File: src/sv/spq_pkg.sv
// shared types and codes for the sorted priority queue
package spq_pkg;

  localparam int unsigned DataW = 32;
  localparam int unsigned StatusW = 2;

  // operation codes
  localparam logic OpEnqueue = 1'b0;
  localparam logic OpDequeue = 1'b1;

  // result status codes
  typedef enum logic [StatusW-1:0] {
    StOk        = 2'd0,
    StOverflow  = 2'd1,
    StUnderflow = 2'd2
  } status_e;

  // one stored entry
  typedef struct packed {
    logic [DataW-1:0] data;
    logic [DataW-1:0] prio;
  } entry_t;

  // what a cell hands to the cell behind it
  typedef struct packed {
    logic   less;  // occupied and lower priority than the incoming item
    entry_t ent;
  } link_t;

  // command broadcast to every cell
  typedef struct packed {
    logic   enq;   // insert the incoming entry
    logic   deq;   // shift everything one place toward the head
    entry_t ent;   // incoming entry
  } cmd_t;

endpackage

File: src/sv/spq_cell.sv
// one slot of the shift-register queue
module spq_cell import spq_pkg::*; (
  input  logic   clk_i,
  input  logic   occ_i,    // this slot holds a live entry
  input  cmd_t   cmd_i,
  input  link_t  left_i,   // neighbour nearer the head
  input  entry_t right_i,  // neighbour nearer the tail
  output link_t  link_o
);

  entry_t ent_q, ent_d;
  logic   less;

  assign less = occ_i && ($signed(ent_q.prio) < $signed(cmd_i.ent.prio));

  always_comb begin
    ent_d = ent_q;
    if (cmd_i.deq) begin
      ent_d = right_i;
    end else if (cmd_i.enq) begin
      if (left_i.less) begin
        ent_d = left_i.ent;
      end else if (less || !occ_i) begin
        ent_d = cmd_i.ent;
      end
    end
  end

  // payload only, no reset
  always_ff @(posedge clk_i) begin
    ent_q <= ent_d;
  end

  assign link_o.less = less;
  assign link_o.ent  = ent_q;

endmodule

File: config.mk
export PLATFORM = sky130hd
export DESIGN_NAME = spq_cell
export DESIGN_NICKNAME = d
export VERILOG_FILES = /design/src/sv/spq_pkg.sv /design/src/sv/spq_cell.sv
export SDC_FILE = /design/constraint.sdc
export NUM_CORES = 1
export LEC_CHECK = 0
export BUFFER_PORTS_ARGS = -buffer_cell sky130_fd_sc_hd__buf_4
export CAP_MARGIN = 20
export CORE_AREA = 10 10 110 112
export DETAILED_ROUTE_END_ITERATION = 12
export DIE_AREA = 0 0 120 122
export PLACE_DENSITY = 0.83
export SLEW_MARGIN = 5
export SYNTH_ARGS = -nofsm -noshare
export SYNTH_HDL_FRONTEND = slang
export SYNTH_SLANG_ARGS = --single-unit
File: constraint.sdc
create_clock -name clk_i -period 3.75 [get_ports clk_i]
set_input_delay 0.1875 -clock clk_i [delete_from_list [all_inputs] [get_ports clk_i]]
set_output_delay 0.1875 -clock clk_i [all_outputs]
set_load 0.05 [all_outputs]
# Yosys cells after proc, flatten, opt, wreduce, memory -nomap -nowiden
# Cells that the tools add are included.
# op_classes
magnitude_cmp	1
muxes	4
n_reduce_logical	6
# ops
cell	n
$mux W64	4
$lt A32 B32 Y1	1
$reduce_bool A3 Y1	1
$reduce_and A2 Y1	1
$reduce_bool A2 Y1	1
$logic_and A1 B1 Y1	1
$logic_not A1 Y1	1
$logic_or A1 B1 Y1	1
# totals
register_bits	64
in_bits	197
out_inout_bits	65
elab_cells	13

# Depth between registers and ports, before layout
# Gate-level depths: netlist (run 1).
# logic_depth
depth_word	7
mapped_depth	9
depth_no_buf	8

# Least setup slack after synthesis (run 1)
# No wires, ideal clock.
# synth_path
path_type	reg2reg
from	register ent_q, in the netlist link_o[31]
to	register ent_q, in the netlist link_o[0] (enable)
setup_time_ps	433
arrival_time_ps	3348
required_time_ps	3317
path_slack_ps	-30
stages_incl_launch_ff	7
n_path_buf	0
synth_period_minus_slack_ps	3780
path_cell_list	edfxtp_1 ha_1 nand4_4 nor4_4 a21oi_1 nor2_1 o31a_1
# synth_via
elab_chain_cells	5
# synth_lines
element	line	rtl
start: declaration	spq_cell.sv:11	entry_t ent_q, ent_d;
start signal: assignment	spq_cell.sv:31	ent_q <= ent_d;
$lt A32 B32 Y1	spq_cell.sv:14	assign less = occ_i && ($signed(ent_q.prio) < $signed(cmd_i.ent.prio));
$logic_and A1 B1 Y1	spq_cell.sv:14	
$logic_or A1 B1 Y1	spq_cell.sv:23	end else if (less || !occ_i) begin
$reduce_bool A3 Y1 (no line)	-	
$reduce_and A2 Y1 (no line)	-	
# No other way between the ends.
# A chain may end at the register's enable or synchronous reset.

# Worst setup path after layout (run 1)
# layout_path
from	register ent_q, in the netlist link_o[31]
to	register ent_q, in the netlist link_o[55] (enable)
# The elaborated chain is that of the path after synthesis.

==> flow_summary_export.csv, run 1 <==
group,metric,value,unit
run_status,outcome,"complete, no violations",
final_layout,diodes,0,
timing,hold_viol,0,
clock_tree,cts_resized,0,
final_layout,nNetsFinal,879,
clock_tree,ctsHoldBuffers,0,
die,num_rows,37,
final_layout,ff_latch_area,0.00192,mm²
clock_tree,cts.sinks,64,
logic_synthesis,synth-compound-area-share,0.118,
global_routing,antenna_found_initial,0,
logic_synthesis,synth_xor_area_frac,0,
worst_setup_path,critPathMaxStageDelay,0.39,ns
timing,tns,0,ns
logic_synthesis,ys.warnings.count,0,
detailed_routing,first_pass_iters,4,
clock_tree,clkSlewWorstSetupHoldPaths,0.07,ns
clock_tree,numCtsBuffers,9,
timing,fmaxAchievable,384,MHz
global_routing,grt_start_max_net_pins,68,
final_layout,final_util,0.627,
detailed_routing,dr_total_vias,3889,
power_and_ir_drop,p_leak,3.15,nW
logic_synthesis,async_flop_share,0,
logic_synthesis,seq_area_frac_synth,0.474,
logic_synthesis,avgSynthCellArea,10.2,µm²
logic_synthesis,syn_inst,397,
place,hpwl,11800,µm
power_and_ir_drop,p_sw_frac,0.349,
detailed_routing,wl,14200,µm
detailed_routing,drtIter0Drc,183,
final_layout,multiInputGateArea,0.00192,mm²
logic_synthesis,ys_seq_elements,64,
logic_synthesis,ys.flop_type,"edfxtp_1",
logic_synthesis,synth-edff-count,64,
logic_synthesis,syn_area,0.00406,mm²
final_layout,synthToLayoutAreaGrowth,55.3,%
timing,period_needed,2.61,ns
power_and_ir_drop,ir_drop,0.244,mV
worst_setup_path,crit_arrival,2.65,ns
logic_synthesis,synthSimpleGateAreaFrac,0.101,
worst_setup_path,worstPathRequired,3.80,ns
worst_setup_path,start_kind,"register",
hold_path,holdPathStages,3,
detailed_routing,viasPerCell,4.91,
power_and_ir_drop,combPwrFrac,0.366,
hold_path,hold_class,"in -> reg",
clock_tree,cts_setup_buffers,0,
worst_setup_path,cp_max_fo,36,
worst_setup_path,crit_slowest_cell,"edfxtp_1",
worst_setup_path,crit_type,"reg -> reg",
timing,period_share,0.695,
detailed_routing,wl_per_cell,17.9,µm
timing,rsz0062_at_grt,"false",
power_and_ir_drop,pwr-share-seq,0.395,
final_layout,layout-drive-gt1-share,0.427,
clock_tree,clock_latency,0.34,ns
logic_synthesis,yosys-top-cells-area,"edfxtp_1, mux2i_1, ha_1",
detailed_routing,drc,0,
logic_synthesis,synthAdderAreaFrac,0.0956,
power_and_ir_drop,p_switching,0.813,mW
die,io_pins,262,
global_routing,grt_overflow_total,0,
global_routing,grt_pass1_wl,21300,µm
timing,tightest_slew,0.665,ns
global_routing,grtUsageTotal,0.184,
logic_synthesis,synth_top_family_by_area,"multiplexers",
clock_tree,clockRootBuffer,"clkbuf_8",
worst_setup_path,worstPathCellList,"ha_1, nand4_4, nor4_4, nand4_1, o22ai_1, nor2_1, o31a_2, buf_4",
logic_synthesis,yosysUniqueCellTypes,30,
power_and_ir_drop,powerDensity,370,mW/mm²
final_layout,largest_reg_flops,64,
place,routabilityCongestion,0.861,
place,portBuffers,261,
clock_tree,tritoncts,"built",
logic_synthesis,netlist.area_leader.share,0.474,
timing,setup_viol,0,
die,fp.dieH,122,µm
final_layout,fill_cells,826,
die,start_util,0.404,
worst_setup_path,crit_path_end_kind,"register",
worst_setup_path,rr_worst_depth,8,
flow_run,maxCapViolations,0,
timing,drv_slew,0,
logic_synthesis,synth_largest_area_cell,"edfxtp_1",
power_and_ir_drop,clkPwrFrac,0.239,
detailed_routing,antenna_left,0,
power_and_ir_drop,p_int,1.52,mW
logic_synthesis,yosysMostFrequentCell,"nand2_1",
clock_tree,htreeDepth,3,
logic_synthesis,ys_top_cells_by_count,"nand2_1, edfxtp_1, mux2i_1, o21ai_1, inv_1",
global_routing,grt_pass1_vias,4221,
logic_synthesis,syn_nets,625,
timing,fin_skew,0.00887,ns
die,die_area,0.0146,mm²
die,dieWidth,120,µm
clock_tree,clock_path_buffers,2,
logic_synthesis,synth_mux_area_frac,0.158,
die,core,0.0100,mm²
timing,slew-limit-headroom,0.556,
cell usage in the layout, fill, tap and decap left out, types with 2 or more instances in the layout:
cell type	count
o21ai_1	64
a21oi_1	12
nor2_1	6
buf_4	265
inv_1	33
nand4_1	2
o21ai_0	5
nor3_1	3
ha_1	31
a211oi_1	2
edfxtp_1	64
clkbuf_8	9
mux2i_1	64
clkinv_1	4
nand2_1	75
stage by stage:
step | setup WS [ns] | power [mW] | hold slack, ns | instance area [µm²] | cells
final | 1.14 | 2.33 | 0.131 | 6300 | 792
after global routing | 0.980 | 2.45 | 0.126 | 6300 | 792
after CTS | 1.13 | 2.35 | 0.117 | 6300 | 792
after detailed placement | 1.16 | 1.79 | 0.478 | 6120 | 776
after global placement | 1.24 | 1.77 | 0.472 | 6120 | 776
after floorplan | 0.716 | 1.43 | 0.381 | 4060 | 397
critical path, delay by kind of cell (launching register included):
| family | cells | cell delay [ns] |
|---|---|---|
| buffers and inverters | 1 | 0.28 |
| adder cells (fa/ha/maj) | 1 | 0.39 |
| AO/OA/AOI/OAI | 2 | 0.49 |
| AND/OR/NAND/NOR | 4 | 0.75 |
| flip-flops | 1 | 0.39 |
metal layers:
metal | track usage | share of wire
met5 | 0 | 0
met2 | 0.343 | 0.54
met1 | 0.177 | 0.35
met3 | 0.0754 | 0.099
met4 | 0.0762 | 0.021
final cells by class:
| class | count | area share |
|---|---|---|
| clock buffer | 10 | 0.0203 |
| tap | 136 | 0.0270 |
| timing repair buffer | 265 | 0.316 |
| multi-input combinational | 278 | 0.304 |
| sequential | 64 | 0.305 |
| clock inverter | 6 | 0.00794 |
| inverter | 33 | 0.0197 |
kinds of logic (layout without fill, tap and decap cells):
| family | after synthesis | after routing |
|---|---|---|
| fa+ha+maj | 31 | 31 |
| flops | 64 | 64 |
| buf+inv | 55 | 314 |
| mux | 64 | 64 |
| simple gates | 93 | 93 |
| compound gates | 90 | 90 |
final timing paths:
check,start,end,slack [ns]
max,link_o[31],link_o[55],1.14
min reg2reg,link_o[31],link_o[29],1.44
min,right_i[22],link_o[22],0.13
max reg2reg,link_o[31],link_o[55],1.14
power by group through the flow:
stage | registers (mW) | clock network [mW] | logic, mW
final | 0.920 | 0.557 | 0.853
after global routing | 0.928 | 0.609 | 0.912
after CTS | 0.920 | 0.569 | 0.862
after detailed placement | 0.935 | 0 | 0.860
after global placement | 0.929 | 0 | 0.840
after floorplan | 1.20 | 0 | 0.232
Power figures use the tool's default switching activity.
==> run 2: changes to the inputs <==
--- a/config.mk
+++ b/config.mk
@@ -7,10 +7,10 @@
 export LEC_CHECK = 0
 export BUFFER_PORTS_ARGS = -buffer_cell sky130_fd_sc_hd__buf_4
 export CAP_MARGIN = 20
-export CORE_AREA = 10 10 110 112
+export CORE_AREA = 10 10 114 116
 export DETAILED_ROUTE_END_ITERATION = 12
-export DIE_AREA = 0 0 120 122
-export PLACE_DENSITY = 0.83
+export DIE_AREA = 0 0 124 126
+export PLACE_DENSITY = 0.81
 export SLEW_MARGIN = 5
 export SYNTH_ARGS = -nofsm -noshare
 export SYNTH_HDL_FRONTEND = slang
==> constraint.sdc (replaced) <==
create_clock -name clk_i -period 2.2 [get_ports clk_i]
set_input_delay 0.11 -clock clk_i [delete_from_list [all_inputs] [get_ports clk_i]]
set_output_delay 0.11 -clock clk_i [all_outputs]
set_load 0.05 [all_outputs]
==> run 2 against run 1 <==
The flow now finishes with violations (setup timing). Total power rose by 72%. Fmax rose by 10%. Sequential power rose by 71%. Final area rose by 4.8%. Critical path depth did not move. Clock power rose by 58%. Clock-buffer cell count fell by 1.
==> flow_summary_export.csv, run 2 (synthesis results as in run 1) <==
group,metric,value,unit
detailed_routing,viasPerCell,4.92,
worst_setup_path,worstPathCellList,"ha_4, nand4_4, nor4_4, nand4_1, o22ai_1, nor2_1, o31a_4, buf_12",
detailed_routing,drc,0,
global_routing,grt_pass1_vias,4516,
worst_setup_path,r2r-start,"link_o[28]",
die,die_area,0.0156,mm²
die,fp.dieH,126,µm
global_routing,grt_pass1_wl,22300,µm
power_and_ir_drop,p_int,2.57,mW
final_layout,largest_reg_flops,64,
die,num_rows,38,
detailed_routing,first_pass_iters,4,
detailed_routing,antenna_left,0,
worst_setup_path,critPathCapture,"link_o[48]",
timing,rsz0062_at_grt,"true",
timing,period_share,1.07,
place,pre_cts_ws,-0.119,ns
timing,setup_slack,-0.164,ns
global_routing,grt_start_max_net_pins,129,
die,dieWidth,124,µm
place,hpwl,12300,µm
power_and_ir_drop,p_sw_frac,0.360,
power_and_ir_drop,powerDensity,608,mW/mm²
global_routing,grtUsageTotal,0.180,
final_layout,layout-drive-gt1-share,0.462,
power_and_ir_drop,combPwrFrac,0.390,
final_layout,layout_commonest_cell,"buf_4",
clock_tree,tritoncts,"built",
worst_setup_path,critPathMaxStageDelay,0.44,ns
worst_setup_path,r2r_slack,-0.16,ns
worst_setup_path,start_kind,"register",
clock_tree,clkSlewWorstSetupHoldPaths,0.08,ns
clock_tree,clock_latency,0.34,ns
final_layout,fill_cells,889,
worst_setup_path,timing.rr.end,"link_o[48]",
clock_tree,clock_path_buffers,2,
timing,drv_slew,0,
timing,fin_skew,0.0165,ns
final_layout,final_cell_mix,"buf_4, nand2_1, mux2i_1, o21ai_1, edfxtp_1",
place,portBuffers,261,
place,routabilityCongestion,0.846,
timing,setup_viol,65,
worst_setup_path,crit_type,"reg -> reg",
power_and_ir_drop,pwr-share-seq,0.391,
timing,period_needed,2.36,ns
power_and_ir_drop,clkPwrFrac,0.219,
hold_path,worstHoldStart,"right_i[58]",
clock_tree,numCtsBuffers,9,
detailed_routing,wl_per_cell,18.1,µm
detailed_routing,drtIter0Drc,121,
worst_setup_path,crit_path_end_kind,"register",
worst_setup_path,critPathLaunch,"link_o[28]",
power_and_ir_drop,p_leak,3.28,nW
clock_tree,cts.sinks,64,
power_and_ir_drop,p_total,4.01,mW
timing,fmaxAchievable,423,MHz
worst_setup_path,crit_slowest_cell,"edfxtp_1",
power_and_ir_drop,ir_drop,0.273,mV
final_layout,nNetsFinal,898,
flow_run,maxCapViolations,0,
timing,tightest_slew,0.482,ns
global_routing,antenna_found_initial,0,
run_status,outcome,"finished with violations",
die,core,0.0107,mm²
worst_setup_path,crit_arrival,2.45,ns
worst_setup_path,worstPathRequired,2.28,ns
clock_tree,clockRootBuffer,"clkbuf_8",
final_layout,synthToLayoutAreaGrowth,62.8,%
timing,slew-limit-headroom,0.679,
hold_path,hold_class,"in -> reg",
timing,hold_viol,0,
worst_setup_path,cp_max_fo,25,
die,io_pins,262,
power_and_ir_drop,p_switching,1.45,mW
global_routing,grt_overflow_total,0,
run_status,violations,"setup timing",
detailed_routing,dr_total_vias,4008,
final_layout,diodes,0,
final_layout,final_util,0.617,
detailed_routing,wl,14700,µm
die,start_util,0.379,
clock_tree,htreeDepth,3,
worst_setup_path,rr_worst_depth,8,
-- run 2: per-stage QoR --
step / hold slack, ns / instance area [µm²] / cells / setup TNS, ns
finish: 0.0597 / 6610 / 815 / -9.01
global placement: 0.398 / 6360 / 797 / -4.59
detailed placement: 0.403 / 6360 / 797 / -7.02
global route: 0.0423 / 6610 / 815 / -16.25
CTS: 0.0359 / 6560 / 813 / -8.19
floorplan: 0.304 / 4120 / 397 / -27.67
-- run 2: repair_timing --
| item | CTS | global route |
|---|---|---|
| resized for setup | 5 | 4 |
| pin swaps | 1 | 1 |
| hold buffers | 0 | 0 |
| setup buffers | 0 | 1 |
| cloned | 0 | 1 |
| setup endpoints to repair | 65 | 65 |
-- run 2: power by group through the flow --
stage | Combinational [mW] | Clock [mW] | Sequential (mW)
global placement | 1.51 | 0 | 1.59
floorplan | 0.409 | 0 | 2.05
finish | 1.57 | 0.878 | 1.57
global route | 1.68 | 0.972 | 1.58
detailed placement | 1.55 | 0 | 1.60
CTS | 1.57 | 0.917 | 1.57
-- run 2: routing by layer --
layer  track usage  wire length, µm  vias to the layer above
li1              -                -                     1968
met1         0.169             5040                     1821
met2         0.331             7680                      188
met3        0.0728             1580                       31
met4        0.0779              435                        0
met5             0                0                        -
-- run 2: critical path, delay by kind of cell, from the launching register on --
kind | cells | cell delay [ns]
adder cells (fa/ha/maj) | 1 | 0.30
flip-flops | 1 | 0.44
AND/OR/NAND/NOR | 4 | 0.67
AO/OA/AOI/OAI | 2 | 0.50
buffers and inverters | 1 | 0.19
-- run 2: worst min-delay path by stage --
stage,end,slack [ns],cells past startpoint
final,link_o[58],0.06,3
after CTS,link_o[27],0.04,3
after global routing,link_o[24],0.04,3
after floorplan,link_o[61],0.30,2
after detailed placement,link_o[58],0.40,3
after global placement,link_o[59],0.40,3
-- run 2: area by class of cell --
type                            instances  area, µm²  area share
Tap cell                              140        175      0.0265
Multi-Input combinational cell        278       1990       0.302
Clock buffer                            9        124      0.0188
Inverter                               33        124      0.0188
Clock inverter                          7       48.8     0.00739
Sequential cell                        64       1920       0.291
Timing Repair Buffer                  284       2220       0.336
==> run 3: changes to the inputs <==
--- a/config.mk
+++ b/config.mk
@@ -10,6 +10,7 @@
 export CORE_AREA = 10 10 114 116
 export DETAILED_ROUTE_END_ITERATION = 12
 export DIE_AREA = 0 0 124 126
+export GPL_TIMING_DRIVEN = 0
 export PLACE_DENSITY = 0.81
 export SLEW_MARGIN = 5
 export SYNTH_ARGS = -nofsm -noshare
==> run 3 against run 2 <==
The flow still finishes with violations (setup timing). First-iteration DRC count is 7.4% higher. Total power is 8.4% higher. Fmax is 2.6% lower. Cell count is 0.98% higher. Clock skew is 0.0085 ns lower. Die area stayed put. Clock-buffer cell count stayed put. Sequential power hardly changed. Global-route usage is 1.8 points higher. Register-to-register slack worse by 0.05 ns. Largest cell class is now multi-input combinational cells.
==> flow_summary_export.csv, run 3 (synthesis results as in run 1) <==
group,metric,value,unit
timing,fin_skew,0.00801,ns
flow_run,maxCapViolations,0,
hold_path,holdPathStages,3,
final_layout,nNetsFinal,906,
place,routabilityCongestion,0.875,
final_layout,final_util,0.625,
die,start_util,0.379,
timing,rsz0062_at_grt,"true",
power_and_ir_drop,pwr-share-seq,0.361,
clock_tree,tritoncts,"built",
detailed_routing,wl,16100,µm
detailed_routing,drtIter0Drc,130,
clock_tree,htreeDepth,3,
die,core,0.0107,mm²
worst_setup_path,r2r_slack,-0.21,ns
place,portBuffers,259,
worst_setup_path,timing.rr.end,"link_o[24]",
global_routing,grt_pass1_wl,23800,µm
worst_setup_path,start_kind,"register",
power_and_ir_drop,p_sw_frac,0.337,
die,die_area,0.0156,mm²
worst_setup_path,cp_max_fo,4,
timing,drv_slew,0,
die,num_rows,38,
global_routing,antenna_found_initial,0,
final_layout,layout-drive-gt1-share,0.448,
timing,setup_slack,-0.228,ns
detailed_routing,first_pass_iters,4,
detailed_routing,wl_per_cell,19.5,µm
hold_path,worstHoldStart,"right_i[47]",
worst_setup_path,crit_slowest_cell,"edfxtp_1",
clock_tree,clockRootBuffer,"clkbuf_8",
clock_tree,cts.sinks,64,
hold_path,whs_endpoint,"link_o[47]",
die,io_pins,262,
clock_tree,clock_latency,0.34,ns
worst_setup_path,crit_type,"reg -> out",
timing,slew-limit-headroom,0.511,
place,hpwl,12600,µm
final_layout,final_cell_mix,"buf_4, nand2_1, mux2i_1, o21ai_1, edfxtp_1",
power_and_ir_drop,powerDensity,651,mW/mm²
clock_tree,ctsHoldBuffers,0,
final_layout,layout_commonest_cell,"buf_4",
power_and_ir_drop,p_switching,1.47,mW
power_and_ir_drop,combPwrFrac,0.361,
timing,hold_viol,0,
worst_setup_path,crit_arrival,2.32,ns
worst_setup_path,r2r-start,"link_o[28]",
global_routing,grt_start_max_net_pins,12,
clock_tree,clock_path_buffers,2,
clock_tree,numCtsBuffers,9,
power_and_ir_drop,ir_drop,0.360,mV
detailed_routing,dr_total_vias,4080,
worst_setup_path,worstPathRequired,2.09,ns
place,pre_cts_ws,-0.506,ns
worst_setup_path,crit_path_end_kind,"output pin",
hold_path,hold_class,"in -> reg",
clock_tree,clkSlewWorstSetupHoldPaths,0.07,ns
detailed_routing,antenna_left,0,
detailed_routing,viasPerCell,4.96,
global_routing,grt_overflow_total,0,
run_status,outcome,"finished with violations",
power_and_ir_drop,p_int,2.88,mW
global_routing,grtUsageTotal,0.198,
final_layout,fill_cells,848,
die,dieWidth,124,µm
timing,period_share,1.10,
global_routing,grt_pass1_vias,4484,
power_and_ir_drop,clkPwrFrac,0.277,
timing,fmaxAchievable,412,MHz
final_layout,diodes,0,
run_status,violations,"setup timing",
final_layout,largest_reg_flops,64,
power_and_ir_drop,p_leak,3.28,nW
die,fp.dieH,126,µm
worst_setup_path,worstPathCellList,"ha_4, nand4_4, nor4_4, nand2_1, o22ai_2, nor2_4, o21a_1, buf_8",
final_layout,synthToLayoutAreaGrowth,64.8,%
timing,setup_viol,65,
timing,period_needed,2.43,ns
worst_setup_path,critPathMaxStageDelay,0.45,ns
worst_setup_path,rr_worst_depth,8,
detailed_routing,drc,0,
timing,tightest_slew,0.734,ns
## run 3: worst max path at each step
| stage | start | slack (ns) | cells after the start | to |
|---|---|---|---|---|
| after floorplan | link_o[30] | -0.43 | 6 | link_o[0] |
| after global placement | link_o[28] | -0.47 | 6 | link_o[47] |
| after detailed placement | link_o[28] | -0.51 | 6 | link_o[46] |
| after CTS | link_o[31] | -0.24 | 8 | link_o[64] |
| after global routing | link_o[19] | -0.34 | 8 | link_o[64] |
| final | link_o[28] | -0.23 | 8 | link_o[64] |
## run 3: repair_timing
| action | 4_1_cts | 5_1_grt |
|---|---|---|
| setup endpoints to repair | 65 | 65 |
| gates cloned | 7 | 0 |
| gates resized for setup | 16 | 2 |
| pin swaps | 17 | 3 |
| buffers inserted | 5 | 0 |
## run 3: through the flow
step / cell area (µm²) / TNS, ns / power (mW) / instances / hold WS [ns]
global route: 6690 / -15.39 / 4.56 / 823 / 0.0387
CTS: 6660 / -11.53 / 4.39 / 823 / 0.0315
detailed placement: 6240 / -32.22 / 3.09 / 796 / 0.400
global placement: 6240 / -30.05 / 3.05 / 796 / 0.395
finish: 6690 / -10.80 / 4.35 / 823 / 0.0518
floorplan: 4120 / -27.67 / 2.46 / 397 / 0.304
## run 3: power groups by stage
stage / Sequential (mW) / Combinational [mW] / Clock, mW
finish: 1.57 / 1.57 / 1.21
global route: 1.59 / 1.68 / 1.29
CTS: 1.57 / 1.59 / 1.23
detailed placement: 1.60 / 1.49 / 0
global placement: 1.59 / 1.46 / 0
floorplan: 2.05 / 0.409 / 0
## run 3: area by class of cell
cell class | instances | area, µm² | area share
inverter | 33 | 124 | 0.0185
clock inverter | 7 | 110 | 0.0165
tap | 140 | 175 | 0.0262
clock buffer | 9 | 124 | 0.0185
buffer | 21 | 87.6 | 0.0131
multi-input combinational | 285 | 2150 | 0.322
timing repair buffer | 264 | 1990 | 0.298
sequential | 64 | 1920 | 0.287
## run 3: metal layers
layer | routed length (µm) | share of wire | track usage | up-vias
li1 | - | - | - | 2003
met5 | 0 | 0 | 0 | -
met4 | 355 | 0.022 | 0.0725 | 0
met2 | 8300 | 0.52 | 0.355 | 189
met3 | 1700 | 0.11 | 0.0822 | 25
met1 | 5700 | 0.36 | 0.197 | 1863
## run 3: critical path: cells and delay by family, from the launching register on
family                     cells  cell delay, ns
DFF                            1            0.45
adders and majority gates      1            0.31
and+or+nand+nor                4            0.63
AOI/OAI and AO/OA              2            0.44
buffers and inverters          1            0.16
